$ cat src/sv/assert_macros.svh
// Assertion macros used by the top level of the sorted set table.
`ifndef ASSERT_MACROS_SVH
`define ASSERT_MACROS_SVH

// Condition must hold at every rising clock edge outside reset.
`define ASSERT_ALWAYS(lbl, clk, rst, expr) \
  lbl: assert property (@(posedge clk) disable iff (rst) (expr)) \
    else $error("invariant check failed");

// Antecedent implies consequent in the same cycle.
`define ASSERT_IMPLY(lbl, clk, rst, ante, cons) \
  lbl: assert property (@(posedge clk) disable iff (rst) (ante) |-> (cons)) \
    else $error("same-cycle implication check failed");

// Antecedent implies consequent in the next cycle.
`define ASSERT_NEXT(lbl, clk, rst, ante, cons) \
  lbl: assert property (@(posedge clk) disable iff (rst) (ante) |=> (cons)) \
    else $error("next-cycle implication check failed");

`endif

$ cat src/sv/sust_pkg.sv
// Package: types, constants and command/status structs for the sorted set table.
package sust_pkg;

  // Table geometry
  localparam int CAPACITY = 16;
  localparam int CNT_W    = 8;
  localparam int IDX_W    = (CAPACITY > 1) ? $clog2(CAPACITY) : 1;
  localparam int VAL_W    = 32;

  typedef enum logic [1:0] {
    MODE_INSERT = 2'd0,
    MODE_LOOKUP = 2'd1,
    MODE_READ   = 2'd2,
    MODE_DROP   = 2'd3
  } mode_t;

  typedef enum logic [1:0] {
    ST_OK    = 2'd0,
    ST_RANGE = 2'd1,
    ST_FULL  = 2'd2
  } status_t;

  typedef struct packed {
    mode_t                    mode;
    logic signed [VAL_W-1:0]  value;
    logic [7:0]               position;
  } item_t;

  typedef struct packed {
    status_t                  status;
    logic                     hit;
    logic signed [VAL_W-1:0]  read_value;
    logic [CNT_W-1:0]         entry_count;
  } result_t;

  // Controller to datapath
  typedef struct packed {
    logic load;
    logic exec;
    logic shift;
    logic out_load;
  } dp_cmd_t;

  // Datapath to controller
  typedef struct packed {
    logic drop_pending;
    logic last_shift;
  } dp_stat_t;

endpackage

$ cat src/sv/sust_ctrl.sv
// Controller: sequences accept, execute, drop shifting and result hand-off.
module sust_ctrl (
  input  logic               clk,
  input  logic               rst,
  input  logic               req_valid,
  output logic               req_stall,
  output logic               rsp_valid,
  input  logic               rsp_stall,
  output sust_pkg::dp_cmd_t  cmd,
  input  sust_pkg::dp_stat_t stat
);
  import sust_pkg::*;

  typedef enum logic [1:0] {
    S_IDLE,
    S_EXEC,
    S_SHIFT,
    S_FINISH
  } state_t;

  state_t state;
  state_t state_next;

  // Commands decoded from state
  always_comb begin
    req_stall    = (state != S_IDLE);
    cmd.load     = (state == S_IDLE) && req_valid;
    cmd.exec     = (state == S_EXEC);
    cmd.shift    = (state == S_SHIFT);
    cmd.out_load = (state == S_FINISH) && (!rsp_valid || !rsp_stall);
  end

  // Next state
  always_comb begin
    state_next = state;
    unique case (state)
      S_IDLE: begin
        if (req_valid) state_next = S_EXEC;
      end
      S_EXEC: begin
        state_next = stat.drop_pending ? S_SHIFT : S_FINISH;
      end
      S_SHIFT: begin
        if (stat.last_shift) state_next = S_FINISH;
      end
      S_FINISH: begin
        if (cmd.out_load) state_next = S_IDLE;
      end
    endcase
  end

  // State and output valid
  always_ff @(posedge clk) begin
    if (rst) begin
      state     <= S_IDLE;
      rsp_valid <= 1'b0;
    end else begin
      state <= state_next;
      if (cmd.out_load) begin
        rsp_valid <= 1'b1;
      end else if (!rsp_stall) begin
        rsp_valid <= 1'b0;
      end
    end
  end

endmodule

$ cat src/sv/sust_dp.sv
// Datapath: sorted entry cells, parallel compare, result and output registers.
module sust_dp (
  input  logic               clk,
  input  logic               rst,
  input  sust_pkg::dp_cmd_t  cmd,
  output sust_pkg::dp_stat_t stat,
  input  sust_pkg::item_t    req,
  output sust_pkg::result_t  rsp
);
  import sust_pkg::*;

  item_t                   item;
  logic signed [VAL_W-1:0] entries [CAPACITY];
  logic [CNT_W-1:0]        count;
  logic [CNT_W-1:0]        remain;
  status_t                 res_status;
  logic                    res_hit;
  logic signed [VAL_W-1:0] res_read;

  logic [CAPACITY-1:0]     lt;
  logic [CAPACITY-1:0]     eq;
  logic                    present;
  logic                    full;
  logic                    do_insert;
  logic                    read_ok;
  logic                    drop_bad;
  status_t                 status_next;
  logic                    hit_next;
  logic signed [VAL_W-1:0] read_next;

  // Every valid cell compares against the held value
  always_comb begin
    for (int i = 0; i < CAPACITY; i++) begin
      lt[i] = (CNT_W'(i) < count) && (entries[i] < item.value);
      eq[i] = (CNT_W'(i) < count) && (entries[i] == item.value);
    end
  end

  assign present   = |eq;
  assign full      = (count >= CNT_W'(CAPACITY));
  assign do_insert = cmd.exec && (item.mode == MODE_INSERT) && !present && !full;
  assign read_ok   = (item.position < count);
  assign drop_bad  = (item.position > count);

  assign stat.drop_pending = (item.mode == MODE_DROP) && (item.position != '0) && !drop_bad;
  assign stat.last_shift   = (remain == CNT_W'(1));

  // Result of the operation
  always_comb begin
    status_next = ST_OK;
    hit_next    = 1'b0;
    read_next   = '0;
    unique case (item.mode)
      MODE_INSERT: begin
        hit_next = present;
        if (!present && full) status_next = ST_FULL;
      end
      MODE_LOOKUP: begin
        hit_next = present;
      end
      MODE_READ: begin
        if (read_ok) read_next = entries[item.position[IDX_W-1:0]];
        else         status_next = ST_RANGE;
      end
      MODE_DROP: begin
        if (drop_bad) status_next = ST_RANGE;
      end
    endcase
  end

  // Entry cells: insert shifts up from the rank, drop shifts down by one
  for (genvar g = 0; g < CAPACITY; g++) begin : g_cell
    logic                    prev_lt;
    logic signed [VAL_W-1:0] below_val;
    logic signed [VAL_W-1:0] above_val;

    if (g == 0) begin : g_first
      assign prev_lt   = 1'b1;
      assign below_val = entries[g];
    end else begin : g_rest
      assign prev_lt   = lt[g-1];
      assign below_val = entries[g-1];
    end

    if (g == CAPACITY - 1) begin : g_last
      assign above_val = entries[g];
    end else begin : g_inner
      assign above_val = entries[g+1];
    end

    always_ff @(posedge clk) begin
      if (do_insert) begin
        if (g != 0 && !prev_lt) begin
          entries[g] <= below_val;
        end else if (prev_lt && !lt[g]) begin
          entries[g] <= item.value;
        end
      end else if (cmd.shift) begin
        entries[g] <= above_val;
      end
    end
  end

  // Count and drop counter
  always_ff @(posedge clk) begin
    if (rst) begin
      count  <= '0;
      remain <= '0;
    end else begin
      if (do_insert) begin
        count <= count + CNT_W'(1);
      end else if (cmd.shift) begin
        count <= count - CNT_W'(1);
      end
      if (cmd.exec) begin
        remain <= item.position;
      end else if (cmd.shift) begin
        remain <= remain - CNT_W'(1);
      end
    end
  end

  // Item, result and output payload registers
  always_ff @(posedge clk) begin
    if (cmd.load) begin
      item <= req;
    end
    if (cmd.exec) begin
      res_status <= status_next;
      res_hit    <= hit_next;
      res_read   <= read_next;
    end
    if (cmd.out_load) begin
      rsp.status      <= res_status;
      rsp.hit         <= res_hit;
      rsp.read_value  <= res_read;
      rsp.entry_count <= count;
    end
  end

endmodule

$ cat src/sv/sorted_unique_set_table.sv
// Top level of the sorted set table: controller, datapath and assertions.
//
//   Channel  Direction  Handshake              Payload
//   req      in         req_valid / req_stall  sust_pkg::item_t
//   rsp      out        rsp_valid / rsp_stall  sust_pkg::result_t
//
// Insert, lookup and read go from the transfer through the execute and finish states, and
// the output register loads in the finish state; no new item is taken until that state is left.
// Drop of n entries adds a shift state doing one cell-wide shift per dropped entry.
// A finished result waits in the output register while the next item is taken.
// Reset clears the entry count and control; entry cells are not cleared.
// A stalled result holds its payload; a new result waits until it is taken.
module sorted_unique_set_table (
  input  logic              clk,
  input  logic              rst,
  input  logic              req_valid,
  output logic              req_stall,
  input  sust_pkg::item_t   req,
  output logic              rsp_valid,
  input  logic              rsp_stall,
  output sust_pkg::result_t rsp
);
  import sust_pkg::*;

  `include "assert_macros.svh"

  dp_cmd_t  cmd;
  dp_stat_t stat;

  sust_ctrl u_ctrl (
    .clk       (clk),
    .rst       (rst),
    .req_valid (req_valid),
    .req_stall (req_stall),
    .rsp_valid (rsp_valid),
    .rsp_stall (rsp_stall),
    .cmd       (cmd),
    .stat      (stat)
  );

  sust_dp u_dp (
    .clk  (clk),
    .rst  (rst),
    .cmd  (cmd),
    .stat (stat),
    .req  (req),
    .rsp  (rsp)
  );

  // Checks
  `ASSERT_ALWAYS(a_cmd_onehot, clk, rst, $onehot0({cmd.load, cmd.exec, cmd.shift, cmd.out_load}))
  `ASSERT_NEXT(a_busy_after_transfer, clk, rst, req_valid && !req_stall, req_stall)
  `ASSERT_IMPLY(a_no_overwrite, clk, rst, cmd.out_load, !(rsp_valid && rsp_stall))
  `ASSERT_IMPLY(a_count_bound, clk, rst, rsp_valid, rsp.entry_count <= CNT_W'(CAPACITY))

endmodule

$ cat config.mk
export PLATFORM = sky130hd
export DESIGN_NAME = sorted_unique_set_table
export DESIGN_NICKNAME = d
export VERILOG_FILES = /design/src/sv/sust_pkg.sv /design/src/sv/sust_ctrl.sv /design/src/sv/sust_dp.sv /design/src/sv/sorted_unique_set_table.sv
export VERILOG_INCLUDE_DIRS = /design/src /design/src/sv
export SDC_FILE = /design/constraint.sdc
export NUM_CORES = 2
export LEC_CHECK = 0
export ABC_CLOCK_PERIOD_IN_PS = 8200
export BUFFER_PORTS_ARGS = -buffer_cell sky130_fd_sc_hd__buf_2
export CORE_UTILIZATION = 40
export DETAILED_ROUTE_END_ITERATION = 12
export GPL_TIMING_DRIVEN = 0
export PLACE_DENSITY = 0.6
export SYNTH_ARGS = -nofsm -noshare
export SYNTH_HDL_FRONTEND = slang
export SYNTH_SLANG_ARGS = --single-unit
$ cat constraint.sdc
create_clock -name clk -period 8.2 [get_ports clk]
set_input_delay 1.64 -clock clk [delete_from_list [all_inputs] [get_ports clk]]
set_output_delay 1.64 -clock clk [all_outputs]
set_load 0.005 [all_outputs]
======== Word-level counts from Yosys, hierarchy flattened ========
Memories as Yosys holds them, arrays and structs flattened. A register that Yosys moved wholly into a read port is not among the register bits.
Cells that the tools add are included.
storage, ports and cells
  flip-flop bits (word level) ............. 107
  memory bits (writable) .................. 512
  word-level logic and storage cells ...... 351
  memories kept ........................... 1
memories
  memory        words  bits a word  read ports  clocked after Yosys merged registers in  wr ports  RTL line       source
  u_dp.entries  16     32           17          1                                        16        sust_dp.sv:13  logic signed [VAL_W-1:0] entries [CAPACITY];
cells by class
  add/sub/neg operators ................... 3
  $lt $le $gt $ge ......................... 35
  eq/ne operators ......................... 27
  multiplexer cells ....................... 154
  bitwise operators ....................... 31
  reductions and logical operators ........ 87
operators with widths
  cell                   number
  $mux W32               31
  $eq A32 B32 Y1         16
  $lt A32 B32 Y1         16
  $mux W1                113
  $lt A4 B8 Y1 const A   8
  $logic_and A1 B1 Y1    55
  $lt A3 B8 Y1 const A   4
  $mux W8                4
  $or A1 B1 Y1           31
  $logic_not A1 Y1       21
  $lt A1 B8 Y1 const A   2
  $lt A2 B8 Y1 const A   2
  $reduce_or A16 Y1      1
  $sub A8 B1 Y8 const B  2
  $add A8 B1 Y8 const B  1
  $eq A2 B2 Y1 const B   4
  $eq A8 B1 Y1 const B   1
  $ge A8 B5 Y1 const B   1
  $gt A8 B8 Y1           1
  $lt A8 B8 Y1           1
  $mux W2                4
  $pmux W2 S4            1
  $reduce_bool A8 Y1     1
  $pmux W2 S3            1
  9 further kinds        15

======== Longest topological paths before layout ========
An unclocked memory read counts as a cell.
  word-level depth ........................ 11
  depth in mapped cells ................... 15
  depth with buffers taken out ............ 12

======== Cells and area by module ========
From an unflattened synthesis, not the netlist that was laid out.
unflattened totals
  cell total of the unflattened synthesis .. 4021
  area total of the unflattened synthesis .. 45353.5 um^2
by module, submodules not included
  module     instances  cells an instance  area each (um^2)  sequential area each (um^2)
  sust_dp    1          3995               45093.2           19298.5
  sust_ctrl  1          26                 260.2             60.1

======== Worst setup path before layout ========
No wires, ideal clock.
  kind .................................... register to register
  start ................................... reg u_dp.item[23] (netlist bit)
  end ..................................... mem u_dp.entries[1][0], enable pin
  arrival time ............................ 5398 ps
  required time ........................... 7825 ps
  path slack .............................. 2427 ps
  stages on the path, launching flop included .. 15
  buffers on the path ..................... 3
  period minus slack after synthesis ...... 5773 ps
  cell sequence ........................... edfxtp_1 clkbuf_1 inv_1 ha_1 nand4_1 or2_2 or3_1 o2111ai_1 nor4_4 nand2_2 buf_6 clkbuf_1 nor2_1 a21oi_1 or2_2
RTL lines
  item                    RTL line        source
  start, declared         sust_dp.sv:12   item_t item;
  start signal, assigned  sust_dp.sv:126  item <= req;
  end, declared           sust_dp.sv:13

==> metrics.csv <==
metric;value;unit
fin_ws;0.308;ns
setup_viol;0;
die_w;341;um
place_area;0.0493;sq mm
grt_max_degree;33;
worst_slew_pin_slew;1.54;ns
vias;39400;
endpoint_kind;flop;
setup.worst_path.start_class;flop;
nFillCells;10700;
drive_gt1_frac;0.122;
ys_top_cells_by_count;632 x edfxtp_1, 530 x ha_1, 468 x nand2_1;
final_antenna_net_count;0;
final_nets;4905;
synthCells;4124;
seqCellArea;0.0194;sq mm
worstSetupPathType;reg -> reg;
path_common_cell;clkbuf_1;
postRouteWirelength;216000;um
netlist_top_cells_area;edfxtp_1 41%, ha_1 14%, mux2i_1 9.8%;
cts_tree;built;
area_growth_syn_to_layout;12.6;%
yosysMostFrequentCell;edfxtp_1;
maxSlewHeadroom;-0.0258;
cts_made_buffers;80;
gr-total-overflow;0;
fin_area;0.0519;sq mm
whs;0.416;ns
arrival;8.39;ns
io_pins;91;
ff2ff_path_depth;14;
start_util;0.403;
timing.setup.tns;0;ns
r2r_end;u_dp.entries[10][15]$_DFFE_PP_;
p_total;21.7;mW
ys_types;84;
route.detailed.drc;0;
portBuffers;89;
holdCritStartpoint;u_dp.res_read[6]$_SDFFCE_PN0P_;
postCtsSetupBuffers;0;
grt_pass1_wl;293000;um
core_area;0.114;sq mm
layout.cells.non_filler;5903;
post-place-ws;-0.0302;ns
violations;max-capacitance violations, max-slew violations;
finalHoldViolCount;0;
maxCapViolCount;2;
first_pass_iters;6;
status;finished, violations left;
hpwl;163000;um
rsz0062_at_grt;no;
post-route-period-util;0.962;
grt_usage;0.363;
p_leak;19.9;nW
period_needed;7.89;ns
cts.clk_slew.worst_paths;0.06;ns
antenna_found_initial;10;
yosysSeqAreaShare;0.420;
cp_cell_sequence;clkbuf_1, inv_1, ha_1, nand4_1, nor4_1, nand4_1, o2111ai_1, nor4_4, a21boi_1, clkbuf_1, clkbuf_1, clkbuf_1, nand2_1, o21ai_1;
synth_area_per_cell;11.2;sq um
r2r_start;u_dp.item[26]$_DFFE_PP_;
r2r_slack;0.31;ns
power.density;418;mW/mm^2
root_buffer;clkbuf_16;
dieHeight;341;um
gp_congestion;1.06;
cp_slowest_cell;nor4_1;
clock_latency;0.69;ns
dieArea;0.117;sq mm
max_stage_delay;1.14;ns
synth_flop_cell;edfxtp_1;
report.final.slew_viol_count;23;
cts_buffer_depth;3;
multi_input_area;0.0255;sq mm
syn_area;0.0461;sq mm
max_freq;0.127;GHz
hold_depth;0;
finClkSkew;0.0379;ns
yosys_warnings;0;
ir_worst_vdd;0.295;mV
netlist.area_leader.share;0.412;
grt_pass1_vias;36200;
async_flop_share;0;
synth-edff-count;632;
dp_cells;5758;
cts_max_level;3;
rows;124;
wl_per_cell;36.6;um
crit_required;8.70;ns
yosysTopAreaCell;edfxtp_1;
utilization;0.454;
initialDrtViolationCount;6003;
hp-class;reg -> reg;
whs_endpoint;u_dp.rsp[14]$_DFFE_PP_;
synth_nets;4700;
synth_seq_cells;651;
path_max_fanout;17;
cts.sinks;651;
vias_per_cell;6.68;
==> layout by cell type, fill, tap and decap left out, drive strengths merged, types with 34 or more instances in the layout <==
master	instances
mux2	34
clkbuf	237
nand3	56
nor2b	51
mux2i	452
o21ai	430
nand4	132
inv	82
ha	530
nand2	470
edfxtp	632
nor2	197
a21o	46
mux4	160
buf	226
a21oi	337
==> critical path, delay by kind of cell (launching register included) <==
family                     cells  cell delay [ns]
buffers and inverters          5             3.66
and+or+nand+nor                5             2.03
AOI/OAI and AO/OA              3             0.84
DFF                            1             0.64
adders and majority gates      1             0.50
==> how the worst max path moves through the flow <==
stage	start	end	slack, ns	depth (start not counted)
after floorplan	u_dp.item[23]$_DFFE_PP_	u_dp.entries[1][0]$_DFFE_PP_	2.43	14
after global placement	u_dp.item[26]$_DFFE_PP_	u_dp.entries[4][4]$_DFFE_PP_	-5.36	12
after detailed placement	u_dp.item[24]$_DFFE_PP_	u_dp.entries[1][9]$_DFFE_PP_	-0.03	16
after CTS	u_dp.item[24]$_DFFE_PP_	u_dp.entries[1][8]$_DFFE_PP_	0.19	16
after global routing	u_dp.item[26]$_DFFE_PP_	u_dp.entries[1][8]$_DFFE_PP_	0.36	16
final	u_dp.item[26]$_DFFE_PP_	u_dp.entries[10][15]$_DFFE_PP_	0.31	14
==> routing by layer <==
layer	part of all wire	vias up	GRT usage
li1	-	16300	-
met1	0.39	19500	0.491
met2	0.41	3065	0.506
met3	0.14	526	0.119
met4	0.064	8	0.204
met5	0.00083	-	0.00858
==> report_power, final <==
group          internal, mW  switching [mW]  leakage, nW
Combinational          3.67            7.17         12.6
Sequential             5.69            1.55         6.01
Clock                  2.06            1.56         1.23
==> logic make-up (layout without fill, tap and decap cells) <==
kind of cell / Yosys count / in the layout / synth area share
buffers and inverters: 322 / 585 / 0.0311
adders and majority gates: 530 / 530 / 0.144
other: 0 / 4 / 0
DFF: 651 / 651 / 0.420
and+or+nand+nor: 1014 / 1014 / 0.102
muxes: 646 / 646 / 0.185
AOI/OAI and AO/OA: 953 / 953 / 0.116
xor gates and xnor gates: 8 / 8 / 0.00152
==> area by class of cell <==
class                   instances  share of cell area
diodes                          4            0.000193
plain buffers                 244              0.0221
clock buffers                  96              0.0410
clock inverters                44             0.00781
inverters                      78             0.00564
multi-input cells            3151               0.491
flip-flops and latches        651               0.373
well taps                    1512              0.0365
repair buffers                123              0.0225
==> registers in the layout (all words and copies together), names as in the netlist <==
name              flops
u_dp.entries        512
u_dp.res_read        32
u_dp.res_hit          1
u_dp.remain           8
u_dp.item            42
u_ctrl.state          2
u_dp.count            8
u_dp.res_status       2
u_ctrl.rsp_valid      1
u_dp.rsp             43
==> repair_timing <==
item,in CTS,in global routing
endpoints found under the setup margin,32,32
endpoints found under the hold margin,0,0
hold buffers,0,0
gates resized for setup,1,1
pin swaps,0,0
(Power assumes the default switching activity.)
